==> src/rtl/core/pdc_pkg.sv <==
// Shared constants and types of the page directory.
`default_nettype none

package pdc_pkg;

    localparam int NUM_PAGES_DEF   = 256;
    localparam int NUM_CLIENTS_DEF = 8;

    localparam int PAGE_IDX_W = 8;
    localparam int CLIENT_W   = 3;
    localparam int STATUS_W   = 2;
    localparam int KIND_W     = 2;

    // at most this many messages ahead of the reply
    localparam int MAX_PRE_MSGS = 7;
    localparam int PRE_CNT_W    = 3;

    localparam logic [STATUS_W-1:0] ST_INVALID  = 2'd0;
    localparam logic [STATUS_W-1:0] ST_SHARED   = 2'd1;
    localparam logic [STATUS_W-1:0] ST_MODIFIED = 2'd2;

    localparam logic [KIND_W-1:0] KIND_FWD      = 2'd0;
    localparam logic [KIND_W-1:0] KIND_INV      = 2'd1;
    localparam logic [KIND_W-1:0] KIND_INV_DATA = 2'd2;
    localparam logic [KIND_W-1:0] KIND_REPLY    = 2'd3;

    typedef struct packed {
        logic [KIND_W-1:0]   kind;
        logic [CLIENT_W-1:0] target;
        logic                data;
        logic                shared;
        logic                last;
    } msg_t;

endpackage

`default_nettype wire

==> src/rtl/core/pdc_ctrl.sv <==
// Directory sequencer: clear pass, lookup, write-back and message walk.
`default_nettype none

module pdc_ctrl #(
    parameter int NUM_PAGES   = pdc_pkg::NUM_PAGES_DEF,
    parameter int NUM_CLIENTS = pdc_pkg::NUM_CLIENTS_DEF,
    parameter int ROW_W       = 32
) (
    input  wire logic                                   clk,
    input  wire logic                                   rst_n,
    // request side
    input  wire logic                                   in_valid,
    output logic                                        in_ready,
    input  wire logic [pdc_pkg::PAGE_IDX_W-1:0]         in_page,
    input  wire logic [pdc_pkg::CLIENT_W-1:0]           in_client,
    input  wire logic                                   in_mode,
    // message side
    output logic                                        msg_valid,
    input  wire logic                                   msg_ready,
    output pdc_pkg::msg_t                               msg,
    // row memory
    output logic                                        mem_rd_en,
    output logic [(NUM_PAGES > 1 ? $clog2(NUM_PAGES) : 1)-1:0] mem_rd_addr,
    input  wire logic [ROW_W-1:0]                       mem_rd_data,
    output logic                                        mem_wr_en,
    output logic [(NUM_PAGES > 1 ? $clog2(NUM_PAGES) : 1)-1:0] mem_wr_addr,
    output logic [ROW_W-1:0]                            mem_wr_data
);

    localparam int PW = (NUM_PAGES > 1) ? $clog2(NUM_PAGES) : 1;
    localparam int CW = $clog2(NUM_CLIENTS + 1);
    localparam int IW = $clog2(NUM_CLIENTS);
    localparam int KW = pdc_pkg::PRE_CNT_W;

    typedef struct packed {
        logic [pdc_pkg::STATUS_W-1:0]                    status;
        logic [CW-1:0]                                   count;
        logic [NUM_CLIENTS-1:0][pdc_pkg::CLIENT_W-1:0]   list;
    } row_t;

    typedef enum logic [2:0] {
        S_CLEAR,
        S_IDLE,
        S_LOOK,
        S_PRE,
        S_WALK,
        S_REPLY
    } state_t;

    // page_index mod NUM_PAGES by restoring subtraction of shifted multiples
    function automatic logic [PW-1:0] page_reduce(input logic [pdc_pkg::PAGE_IDX_W-1:0] raw);
        int unsigned v;
        begin
            v = 32'(raw);
            for (int k = pdc_pkg::PAGE_IDX_W - 1; k >= 0; k--)
            begin
                if (v >= (32'(NUM_PAGES) << k))
                begin
                    v = v - (32'(NUM_PAGES) << k);
                end
            end
            return PW'(v);
        end
    endfunction

    state_t                          state_reg,   state_next;
    logic [PW-1:0]                   clr_reg,     clr_next;
    logic [PW-1:0]                   page_reg,    page_next;
    logic [pdc_pkg::CLIENT_W-1:0]    client_reg,  client_next;
    logic                            mode_reg,    mode_next;
    logic [pdc_pkg::KIND_W-1:0]      pkind_reg,   pkind_next;
    logic [pdc_pkg::CLIENT_W-1:0]    ptarget_reg, ptarget_next;
    logic                            data_reg,    data_next;
    logic                            shared_reg,  shared_next;
    logic                            want_reg,    want_next;
    logic [CW-1:0]                   idx_reg,     idx_next;
    logic [CW-1:0]                   n_reg,       n_next;
    logic [KW-1:0]                   k_reg,       k_next;

    row_t                            rd_row;
    row_t                            app_row;
    row_t                            only_row;
    logic [CW-1:0]                   n_look;
    logic                            listed;
    logic [pdc_pkg::CLIENT_W-1:0]    first_old;
    logic [pdc_pkg::CLIENT_W-1:0]    first_app;
    logic [pdc_pkg::CLIENT_W-1:0]    walk_holder;
    logic                            walk_skip;

    // read data register holds from LOOK through the walk
    assign rd_row = row_t'(mem_rd_data);

    assign n_look = (rd_row.count > CW'(NUM_CLIENTS)) ? CW'(NUM_CLIENTS) : rd_row.count;

    always_comb
    begin
        listed = 1'b0;
        for (int j = 0; j < NUM_CLIENTS; j++)
        begin
            if ((CW'(j) < n_look) && (rd_row.list[j] == client_reg))
            begin
                listed = 1'b1;
            end
        end
    end

    always_comb
    begin
        app_row = rd_row;
        if (!listed && (rd_row.count < CW'(NUM_CLIENTS)))
        begin
            app_row.list[rd_row.count[IW-1:0]] = client_reg;
            app_row.count = rd_row.count + CW'(1);
        end
    end

    always_comb
    begin
        only_row         = rd_row;
        only_row.list[0] = client_reg;
        only_row.count   = CW'(1);
        only_row.status  = pdc_pkg::ST_MODIFIED;
    end

    assign first_old = (rd_row.count != '0) ? rd_row.list[0] : '0;
    assign first_app = (app_row.count != '0) ? app_row.list[0] : '0;

    assign walk_holder = rd_row.list[idx_reg[IW-1:0]];
    assign walk_skip   = (walk_holder == client_reg) ||
                         (k_reg == KW'(pdc_pkg::MAX_PRE_MSGS));

    always_comb
    begin
        state_next   = state_reg;
        clr_next     = clr_reg;
        page_next    = page_reg;
        client_next  = client_reg;
        mode_next    = mode_reg;
        pkind_next   = pkind_reg;
        ptarget_next = ptarget_reg;
        data_next    = data_reg;
        shared_next  = shared_reg;
        want_next    = want_reg;
        idx_next     = idx_reg;
        n_next       = n_reg;
        k_next       = k_reg;

        in_ready     = 1'b0;
        msg_valid    = 1'b0;
        msg          = '0;
        mem_rd_en    = 1'b0;
        mem_rd_addr  = page_reduce(in_page);
        mem_wr_en    = 1'b0;
        mem_wr_addr  = page_reg;
        mem_wr_data  = '0;

        unique case (state_reg)
            S_CLEAR:
            begin
                mem_wr_en   = 1'b1;
                mem_wr_addr = clr_reg;
                if (clr_reg == PW'(NUM_PAGES - 1))
                begin
                    state_next = S_IDLE;
                end
                else
                begin
                    clr_next = clr_reg + PW'(1);
                end
            end

            S_IDLE:
            begin
                in_ready = 1'b1;
                if (in_valid)
                begin
                    mem_rd_en   = 1'b1;
                    page_next   = page_reduce(in_page);
                    client_next = in_client;
                    mode_next   = in_mode;
                    state_next  = S_LOOK;
                end
            end

            S_LOOK:
            begin
                mem_wr_en  = 1'b1;
                idx_next   = '0;
                k_next     = '0;
                n_next     = n_look;
                want_next  = !listed;
                case (rd_row.status)
                    pdc_pkg::ST_INVALID:
                    begin
                        mem_wr_data        = app_row;
                        mem_wr_data[ROW_W-1 -: pdc_pkg::STATUS_W] = pdc_pkg::ST_MODIFIED;
                        data_next   = 1'b0;
                        shared_next = 1'b0;
                        state_next  = S_REPLY;
                    end
                    pdc_pkg::ST_SHARED:
                    begin
                        if (!mode_reg)
                        begin
                            mem_wr_data  = app_row;
                            pkind_next   = pdc_pkg::KIND_FWD;
                            ptarget_next = first_app;
                            data_next    = 1'b1;
                            shared_next  = 1'b1;
                            state_next   = S_PRE;
                        end
                        else
                        begin
                            mem_wr_data = only_row;
                            data_next   = 1'b0;
                            shared_next = 1'b0;
                            state_next  = (n_look == '0) ? S_REPLY : S_WALK;
                        end
                    end
                    default:
                    begin
                        // modified, and the unused status code alike
                        data_next = 1'b1;
                        if (!mode_reg)
                        begin
                            mem_wr_data  = app_row;
                            mem_wr_data[ROW_W-1 -: pdc_pkg::STATUS_W] = pdc_pkg::ST_SHARED;
                            pkind_next   = pdc_pkg::KIND_FWD;
                            shared_next  = 1'b1;
                        end
                        else
                        begin
                            mem_wr_data  = only_row;
                            pkind_next   = pdc_pkg::KIND_INV_DATA;
                            shared_next  = 1'b0;
                        end
                        ptarget_next = first_old;
                        state_next   = S_PRE;
                    end
                endcase
            end

            S_PRE:
            begin
                msg_valid  = 1'b1;
                msg.kind   = pkind_reg;
                msg.target = ptarget_reg;
                if (msg_ready)
                begin
                    state_next = S_REPLY;
                end
            end

            S_WALK:
            begin
                msg_valid  = !walk_skip;
                msg.kind   = (want_reg && !data_reg) ? pdc_pkg::KIND_INV_DATA
                                                     : pdc_pkg::KIND_INV;
                msg.target = walk_holder;
                if (msg_ready)
                begin
                    if (!walk_skip)
                    begin
                        k_next = k_reg + KW'(1);
                        if (want_reg)
                        begin
                            data_next = 1'b1;
                        end
                    end
                    idx_next = idx_reg + CW'(1);
                    if ((idx_reg + CW'(1)) == n_reg)
                    begin
                        state_next = S_REPLY;
                    end
                end
            end

            S_REPLY:
            begin
                msg_valid  = 1'b1;
                msg.kind   = pdc_pkg::KIND_REPLY;
                msg.target = client_reg;
                msg.data   = data_reg;
                msg.shared = shared_reg;
                msg.last   = 1'b1;
                if (msg_ready)
                begin
                    state_next = S_IDLE;
                end
            end

            default:
            begin
                state_next = S_IDLE;
            end
        endcase
    end

    always_ff @(posedge clk or negedge rst_n)
    begin
        if (!rst_n)
        begin
            state_reg   <= S_CLEAR;
            clr_reg     <= '0;
            page_reg    <= '0;
            client_reg  <= '0;
            mode_reg    <= 1'b0;
            pkind_reg   <= pdc_pkg::KIND_FWD;
            ptarget_reg <= '0;
            data_reg    <= 1'b0;
            shared_reg  <= 1'b0;
            want_reg    <= 1'b0;
            idx_reg     <= '0;
            n_reg       <= '0;
            k_reg       <= '0;
        end
        else
        begin
            state_reg   <= state_next;
            clr_reg     <= clr_next;
            page_reg    <= page_next;
            client_reg  <= client_next;
            mode_reg    <= mode_next;
            pkind_reg   <= pkind_next;
            ptarget_reg <= ptarget_next;
            data_reg    <= data_next;
            shared_reg  <= shared_next;
            want_reg    <= want_next;
            idx_reg     <= idx_next;
            n_reg       <= n_next;
            k_reg       <= k_next;
        end
    end

endmodule

`default_nettype wire

==> config.mk <==
export PLATFORM = sky130hd
export DESIGN_NAME = pdc_ctrl
export DESIGN_NICKNAME = d
export VERILOG_FILES = /design/src/rtl/core/pdc_pkg.sv /design/src/rtl/core/pdc_ctrl.sv
export SDC_FILE = /design/constraint.sdc
export NUM_CORES = 1
export LEC_CHECK = 0
export BUFFER_PORTS_ARGS = -buffer_cell sky130_fd_sc_hd__buf_2
export CORE_MARGIN = 2
export CORE_UTILIZATION = 24
export DETAILED_ROUTE_END_ITERATION = 16
export HOLD_SLACK_MARGIN = 0.03
export PLACE_DENSITY = 0.46
export SYNTH_ARGS = -nofsm -noshare
export SYNTH_HDL_FRONTEND = slang
export SYNTH_SLANG_ARGS = --single-unit
==> constraint.sdc <==
create_clock -name clk -period 9.95 [get_ports clk]
set_input_delay 2.985 -clock clk [delete_from_list [all_inputs] [get_ports clk]]
set_output_delay 2.985 -clock clk [all_outputs]
set_load 0.1 [all_outputs]
After elaboration in Yosys (flattened, before gate mapping):

Index checks and enable logic that the tools add are counted.

* equal/unequal tests: 27
* shift operators: 0
* div/mod/pow operators: 0
* bitwise operators: 2
* multiply operators: 0
* $lt $le $gt $ge: 13
* add/sub/neg operators: 4
* reduce and logical (&&, ||, !) cells: 30
* multiplexer cells: 57

Operators by type and width (number)
* 32-bit case mux with 2 select lines: 1
* 3-bit 2-to-1 mux: 15
* 32-bit 2-to-1 mux: 1
* 31-bit 2-to-1 mux: 1
* 30-bit 2-to-1 mux: 1
* 28-bit 2-to-1 mux: 1
* 3-bit equality test: 9
* 24-bit bitwise mux: 1
* 1-bit 2-to-1 mux: 18
* 2-bit inequality test (second input constant): 9
* 3-bit case mux with 2 select lines: 3
* 3-bit case mux with 6 select lines: 1
* 3-bit by 4-bit < comparator with 1-bit output (first input constant): 4
* 5-bit case mux with 3 select lines: 1
* 1-bit logical AND: 11
* 3-bit binary-select mux with 3-bit select: 1
* 3-bit demux with 3-bit select: 1
* 3-bit equality test (second input constant): 3
* 4-bit by 1-bit adder with 4-bit output (second input constant): 2
* 8-bit by 1-bit adder with 8-bit output (second input constant): 1
* 8-bit equality test (second input constant): 1
* 1-bit by 4-bit < comparator with 1-bit output (first input constant): 2
* 2-bit by 4-bit < comparator with 1-bit output (first input constant): 2
* 3-bit by 4-bit < comparator with 1-bit output (second input constant): 2
* other kinds (27): 41

* bits in writable memories: 0
* bits in read-only memories: 0
* bits in registers: 42
* memories kept: 0
* latch bits: 0
* input bits: 48
* output and inout bits: 60

Depth between registers and ports, before layout:

Gate-level depths: netlist of the first run.

* depth in word-level cells: 19
* depth in mapped cells: 10
* mapped depth without buffers: 9

Worst setup path after synthesis of the first run:

OpenSTA, ideal clock, no wires.

* path type: input to output
* start: input mem_rd_data[27]
* end: output mem_wr_data[21]
* data arrival time: 6188 ps
* required time: 6965 ps
* stages on the path: 8
* path buffers: 1
* path slack: 777 ps
* path through: buf_6 and2b_4 a2111oi_1 or4_4 o21ai_4 nand2_2 nor3b_4 mux2i_1

* word-level cells in the longest chain between the ends: 18
* elaborated cells on any way between the ends: 34

Ends and longest elaborated chain
* start, declared: line pdc_ctrl.sv:24 `input wire logic [ROW_W-1:0] mem_rd_data,`
* 4-bit > comparator: line pdc_ctrl.sv:93 `assign n_look = (rd_row.count > CW'(NUM_CLIENTS)) ? CW'(NUM_CLIENTS) : rd_row.count;`
* 4-bit 2-to-1 mux: line pdc_ctrl.sv:93
* 1-bit by 4-bit < comparator with 1-bit output: line pdc_ctrl.sv:100 `if ((CW'(j) < n_look) && (rd_row.list[j] == client_reg))`
* 1-bit logical AND: line pdc_ctrl.sv:100
* 1-bit 2-to-1 mux (8 in a row): line pdc_ctrl.sv:100
* 1-bit zero test: line pdc_ctrl.sv:110 `if (!listed && (rd_row.count < CW'(NUM_CLIENTS)))`
* 1-bit logical AND (*): line pdc_ctrl.sv:110
* 28-bit 2-to-1 mux (*): line pdc_ctrl.sv:110
* 31-bit 2-to-1 mux or 30-bit 2-to-1 mux (tied branches): line pdc_ctrl.sv:224, pdc_ctrl.sv:203
* 32-bit case mux with 2 select lines (*): line pdc_ctrl.sv:192 `case (rd_row.status)`
* 32-bit 2-to-1 mux (*): line pdc_ctrl.sv:157 `unique case (state_reg)`
* end, declared: line pdc_ctrl.sv:27 `output logic [ROW_W-1:0] mem_wr_data`

Every way passes the cells marked *; elsewhere a longest branch is shown, timed or not.

Worst setup path after layout of the first run:

* start: input mem_rd_data[26]
* end: output mem_wr_data[8]

* word-level cells in the longest chain between the ends: 18
* elaborated cells on any way between the ends: 40

Ends and longest elaborated chain (line)
* 4-bit > comparator: pdc_ctrl.sv:93
* 4-bit 2-to-1 mux: pdc_ctrl.sv:93
* 1-bit by 4-bit < comparator with 1-bit output: pdc_ctrl.sv:100
* 1-bit logical AND: pdc_ctrl.sv:100
* 1-bit 2-to-1 mux (8 in a row): pdc_ctrl.sv:100
* 1-bit zero test: pdc_ctrl.sv:110
* 1-bit logical AND: pdc_ctrl.sv:110
* 28-bit 2-to-1 mux (*): pdc_ctrl.sv:110
* 31-bit 2-to-1 mux or 30-bit 2-to-1 mux (tied branches): pdc_ctrl.sv:224, pdc_ctrl.sv:203
* 32-bit case mux with 2 select lines (*): pdc_ctrl.sv:192
* 32-bit 2-to-1 mux (*): pdc_ctrl.sv:157

Marks and branches as above.

==> flow_summary_export.csv, run 1 <==
group,metric,value,unit
timing,fin_skew,0.00749,ns
placed_design,dp.cells,680,
synth,synth_area,3560,sq um
power,total_power,1.50,mW
flow_run,drv_cap,0,
floorplanning,core,14500,sq um
global_route,grt.busiest_layer,"met2",
timing,finalHoldViolCount,0,
final_layout,final_area,4310,sq um
global_route,met2_usage,24.0,%
global_route,grt_pass1_vias,3315,
global_route,grt_pass1_wl,18000,microns
floorplanning,die_w,126,microns
final_layout,area_growth,20.9,%
clock_network,cts_buffer_depth,2,
clock_network,cts-root-buf,"clkbuf_16",
synth,ys_top_cells_by_area,"dfrtp_1, nand2_1, xor2_1, mux2i_1, mux4_2",
final_layout,fin_cells,689,
clock_network,clock_latency,0.28,ns
timing,setup_violations,0,
synth,yosysWarnings,0,
placed_design,port_buffers,105,
floorplanning,die_area,15800,sq um
placed_design,dpl_worst_slack,1.36,ns
synth,yosysSeqAreaShare,28.8,%
power,vdd_ir_drop_max,249,uV
global_route,grt_max_degree,42,
synth,synth.top_cell.area_share,28.8,%
synth,ys_ff_latch,41,
critical_path,path_class,"input pin to output port",
final_layout,drive_gt1_share,29.4,%
timing,min_period,8.58,ns
power,p_leak,2.01,nW
worst_hold_path,hold_class,"register to register",
power,cellPowerDensity,349,nW/um^2
drt,ant_nets,0,
placed_design,gp_congestion,0.801,
synth,synth_cells,423,
drt,drt-vias-per-instance,4.85,
drt,routed_wl,11200,microns
critical_path,path_max_fanout,16,
synth,async_flop_share,100,%
synth,synth_commonest_cells,"nand2_1, dfrtp_1, xor2_1",
global_route,grt_use_met1,18.8,%
clock_network,path_clk_slew,0.07,ns
timing,slew_headroom,35.6,%
synth,synth_fp_nets,477,
final_layout,fin_util,29.6,%
synth,synth_edf_count,0,
drt,vias,3345,
drt,route.detailed.drc,0,
timing,maxClockFrequency,116,MHz
synth,synth.most_common_cell,"nand2_1",
final_layout,nNetsFinal,557,
clock_network,htree_levels,2,
synth,synth_area_per_cell,8.42,sq um
drt,drt_iter0_drc,180,
clock_network,cts_inserted_buffers,5,
critical_path,crit_required,6.97,ns
synth,yosysTopAreaCell,"dfrtp_1",
critical_path,start_kind,"input pin",
global_route,grt_usage,14.0,%
timing,tns,0,ns
placed_design,placed_area,4130,sq um
clock_network,hold_buffers,0,
floorplanning,die_height,126,microns
drt,drtPass1Iterations,4,
status,status,"complete, no violations",
timing,tightest_slew,0.966,ns
drt,wl_per_cell,16.3,microns
timing,post-route-period-util,86.3,%
timing,layout_setup_ws,1.37,ns
clock_network,cts_tree,"yes",
global_route,met3_usage,2.51,%
global_route,antenna_found_initial,1,
synth,ys_types,56,
global_route,grt_overflow,0,
clock_network,post_cts_resized,0,
placed_design,dp_hpwl,8310,microns
floorplanning,start_util,24.5,%
timing,rsz0062_at_grt,"false",
timing,final_max_slew_viol_count,0,
clock_network,clock_sinks,41,
floorplanning,rows,44,
clock_network,cts_setup_buffers,0,
synth,synthFlopType,"dfrtp_1",
floorplanning,io_pins,108,
critical_path,crit_path_end_kind,"output port",
critical_path,arrival,5.60,ns
timing,whs,0.474,ns
path summary, 6_finish.rpt:
kind	startpoint	to	slack, ns	cells past startpoint
setup / recovery	mem_rd_data[26]	mem_wr_data[8]	1.37	9
hold / removal	page_reg[6]$_DFFE_PN0P_	page_reg[6]$_DFFE_PN0P_	0.47	2
setup reg to reg	state_reg[0]$_DFFE_PN0P_	mode_reg$_DFFE_PN0P_	7.19	5
hold reg to reg	page_reg[6]$_DFFE_PN0P_	page_reg[6]$_DFFE_PN0P_	0.47	2
max in group asynchronous	rst_n	idx_reg[1]$_DFFE_PN0P_	6.49	1
min in group asynchronous	rst_n	page_reg[3]$_DFFE_PN0P_	2.86	1
worst max-delay path, cell delays in order:
cell and delay, ns:
buf_2 0.32, and2b_4 0.25, a2111oi_1 0.09, or4_4 0.55, o21ai_4 0.22, nand4_2 0.21, nor2_2 0.28, mux2i_1 0.24
buf_2 0.46
final cells by class:
class	instances	area, sq um
fill	1595	10200
multi-input combinational	341	2310
sequential	41	1030
timing repair buffer	106	533
tap	184	230
clock buffer	5	125
clock inverter	3	46.3
inverter	8	30.0
antenna	1	2.50
layout by cell type, fill, tap and decap left out, drive strengths merged, types with 2 or more instances in the layout:
master   count
nand2      106
buf        106
mux2i       25
o21a         2
a211oi       3
and3         6
nor2b        4
a2111oi      4
inv          8
nor2        21
clkbuf       5
nand2b       4
ha           6
xor2        30
nor4         2
a21o         3
mux4         6
nand3       11
a222oi       3
nand4        8
nor3        12
dfrtp       41
mux2        10
and2         3
xnor2       10
a22o         8
a21oi       15
a31oi        4
o21ai       22
where the power goes:
group	switching [mW]	internal, mW	total [mW]
Combinational	0.723	0.242	0.965
Sequential	0.116	0.230	0.347
Clock	0.0695	0.119	0.188
Total	0.909	0.592	1.50
routing by layer:
layer | routed length (microns) | vias up
met5 | 0 | -
met4 | 56 | 0
met3 | 611 | 7
met2 | 5380 | 97
met1 | 5160 | 1612
li1 | - | 1629
cells by family after synthesis:
group                      after synthesis  share of synthesized area (%)
adders and majority gates                6                           2.11
xor gates and xnor gates                40                           9.84
AOI/OAI and AO/OA                       72                           14.5
DFF                                     41                           28.8
and+or+nand+nor                        182                           24.5
buffers and inverters                   41                           6.29
muxes                                   41                           14.0
Power figures use the tool's default switching activity.
==> inputs of run 2 (changes only) <==
--- a/config.mk
+++ b/config.mk
@@ -7,10 +7,10 @@
 export LEC_CHECK = 0
 export BUFFER_PORTS_ARGS = -buffer_cell sky130_fd_sc_hd__buf_2
 export CORE_MARGIN = 2
-export CORE_UTILIZATION = 24
+export CORE_UTILIZATION = 40
 export DETAILED_ROUTE_END_ITERATION = 16
 export HOLD_SLACK_MARGIN = 0.03
-export PLACE_DENSITY = 0.46
+export PLACE_DENSITY = 0.68
 export SYNTH_ARGS = -nofsm -noshare
 export SYNTH_HDL_FRONTEND = slang
 export SYNTH_SLANG_ARGS = --single-unit
==> constraint.sdc (replaced) <==
create_clock -name clk -period 10.65 [get_ports clk]
set_input_delay 3.195 -clock clk [delete_from_list [all_inputs] [get_ports clk]]
set_output_delay 3.195 -clock clk [all_outputs]
set_load 0.1 [all_outputs]
==> run 2 against run 1 <==
  * Via count is 1.7% higher
  * Cell count is 11% lower
  * Clock skew is 0.0027 ns higher
  * Power is 12% lower
  * Global-route usage is 6.3 points higher
  * Routed wire length is 12% lower
  * Die area is 39% lower
  * Clock-buffer cell count stayed put
==> flow_summary_export.csv, run 2 (synthesis gave the netlist of run 1 again) <==
group,metric,value,unit
power,cellPowerDensity,321,nW/um^2
global_route,grt_usage,20.2,%
final_layout,area_growth,16.0,%
clock_network,hold_buffers,0,
final_layout,nFillCells,894,
clock_network,cts_tree,"yes",
placed_design,port_buffers,105,
final_layout,layout.cells.most_common_list,"nand2_1, buf_2, dfrtp_1, xor2_1, mux2i_1",
power,p_leak,1.98,nW
timing,rsz0062_at_grt,"false",
power,comb_power_share,67.8,%
timing,min_period,9.05,ns
floorplanning,die_w,98.3,microns
floorplanning,rows,34,
drt,drt_iter0_drc,223,
clock_network,cts_setup_buffers,0,
drt,wl_per_cell,16.0,microns
clock_network,post_cts_resized,0,
power,p_int,0.488,mW
status,status,"complete, no violations",
power,power_frac_clock,8.1,%
drt,drt-vias-per-instance,5.56,
clock_network,cts-root-buf,"clkbuf_8",
global_route,grt_pass1_wl,16000,microns
critical_path,path_max_fanout,16,
floorplanning,io_pins,108,
clock_network,clock_sinks,41,
global_route,grt_pass1_vias,3173,
timing,post-route-period-util,85.0,%
timing,final_max_slew_viol_count,0,
timing,setup_violations,0,
global_route,antenna_found_initial,0,
worst_hold_path,whs_path_depth,1,
timing,tightest_slew,0.921,ns
timing,slew_headroom,38.6,%
clock_network,htree_levels,2,
power,total_power,1.32,mW
global_route,grt_overflow,0,
timing,tns,0,ns
flow_run,drv_cap,0,
final_layout,nNetsFinal,557,
timing,fin_skew,0.0102,ns
placed_design,dpl_worst_slack,1.64,ns
critical_path,arrival,5.85,ns
clock_network,cts_buffer_depth,2,
floorplanning,start_util,41.0,%
drt,routed_wl,9810,microns
floorplanning,die_height,98.3,microns
power,switching_share,63.2,%
floorplanning,die_area,9670,sq um
timing,layout_setup_ws,1.60,ns
critical_path,ff2ff_setup_slack,7.87,ns
critical_path,rr_startpoint,"client_reg[0]$_DFFE_PN0P_",
final_layout,multiInputGateArea,2310,sq um
clock_network,path_clk_slew,0.08,ns
drt,ant_nets,0,
worst_hold_path,hold_class,"register to register",
critical_path,r2r_cells,7,
power,switchingPower,0.837,mW
drt,route.detailed.drc,0,
timing,finalHoldViolCount,0,
critical_path,crit_start,"mem_rd_data[26]",
critical_path,path_class,"input pin to output port",
clock_network,cts_inserted_buffers,5,
placed_design,gp_congestion,0.901,
timing,whs,0.477,ns
power,seqPwrFrac,24.1,%
power,vdd_ir_drop_max,317,uV
final_layout,drive_gt1_share,29.4,%
drt,vias,3401,
timing,maxClockFrequency,110,MHz
clock_network,clock_latency,0.31,ns
placed_design,dp_hpwl,7460,microns
critical_path,r2r-end,"ptarget_reg[2]$_DFFE_PN0P_",
critical_path,crit_required,7.46,ns
final_layout,diodes,0,
critical_path,start_kind,"input pin",
final_layout,ff_latch_area,1030,sq um
global_route,grt_max_degree,42,
critical_path,crit_path_end_kind,"output port",
floorplanning,core,8680,sq um
critical_path,critPathCapture,"mem_wr_data[6]",
drt,drtPass1Iterations,5,
## run 2: cell types whose count changed in the layout (fill, tap and decap cells not counted)
cell / previous run / this run
clkbuf_8: 0 / 5
diode_2: 1 / 0
inv_6: 0 / 1
bufinv_16: 1 / 0
clkbuf_16: 5 / 0
## run 2: how the worst min path moves through the flow
stage | from | endpoint | slack (ns)
6_report | shared_reg$_DFFE_PN0P_ | shared_reg$_DFFE_PN0P_ | 0.48
5_1_grt | shared_reg$_DFFE_PN0P_ | shared_reg$_DFFE_PN0P_ | 0.51
4_1_cts | shared_reg$_DFFE_PN0P_ | shared_reg$_DFFE_PN0P_ | 0.48
3_5_place_dp | shared_reg$_DFFE_PN0P_ | shared_reg$_DFFE_PN0P_ | 0.46
3_3_place_gp | shared_reg$_DFFE_PN0P_ | shared_reg$_DFFE_PN0P_ | 0.46
2_1_floorplan | page_reg[0]$_DFFE_PN0P_ | page_reg[0]$_DFFE_PN0P_ | 0.44
## run 2: per-layer routing
| layer | GRT usage (%) | wire, microns | vias to the layer above |
|---|---|---|---|
| met1 | 29.1 | 4420 | 1615 |
| li1 | - | - | 1629 |
| met3 | 4.08 | 744 | 13 |
| met2 | 31.2 | 4550 | 144 |
| met5 | 0 | 0 | - |
| met4 | 5.27 | 106 | 0 |
## run 2: cell type report
type / count / area share, %
clock buffer: 5 / 1.67
clock inverter: 3 / 0.606
inverter: 8 / 0.727
multi-input combinational: 341 / 56.0
sequential: 41 / 24.8
tap: 108 / 3.27
timing repair buffer: 106 / 12.9
## run 2: stage by stage
stage	util, %	cells	instance area, sq um
detailed placement	46.5	604	4040
finish	47.6	612	4130
global placement	46.5	604	4040
global route	47.6	612	4130
CTS	47.6	612	4130
floorplan	-	423	3560
## run 2: critical path, cell delays in order
cell	delay, ns
buf_2	0.31
and2b_4	0.25
a2111oi_1	0.08
or4_4	0.55
o21ai_4	0.23
nand4_2	0.22
nor2_2	0.29
mux2i_1	0.25
buf_2	0.46
## run 2: power groups by stage
stage / clock network (mW) / registers (mW) / logic (mW)
after floorplan: 0 / 0.252 / 0.825
after global placement: 0 / 0.318 / 0.888
after detailed placement: 0 / 0.321 / 0.896
after CTS: 0.111 / 0.318 / 0.899
after global routing: 0.117 / 0.330 / 0.952
final: 0.107 / 0.320 / 0.898
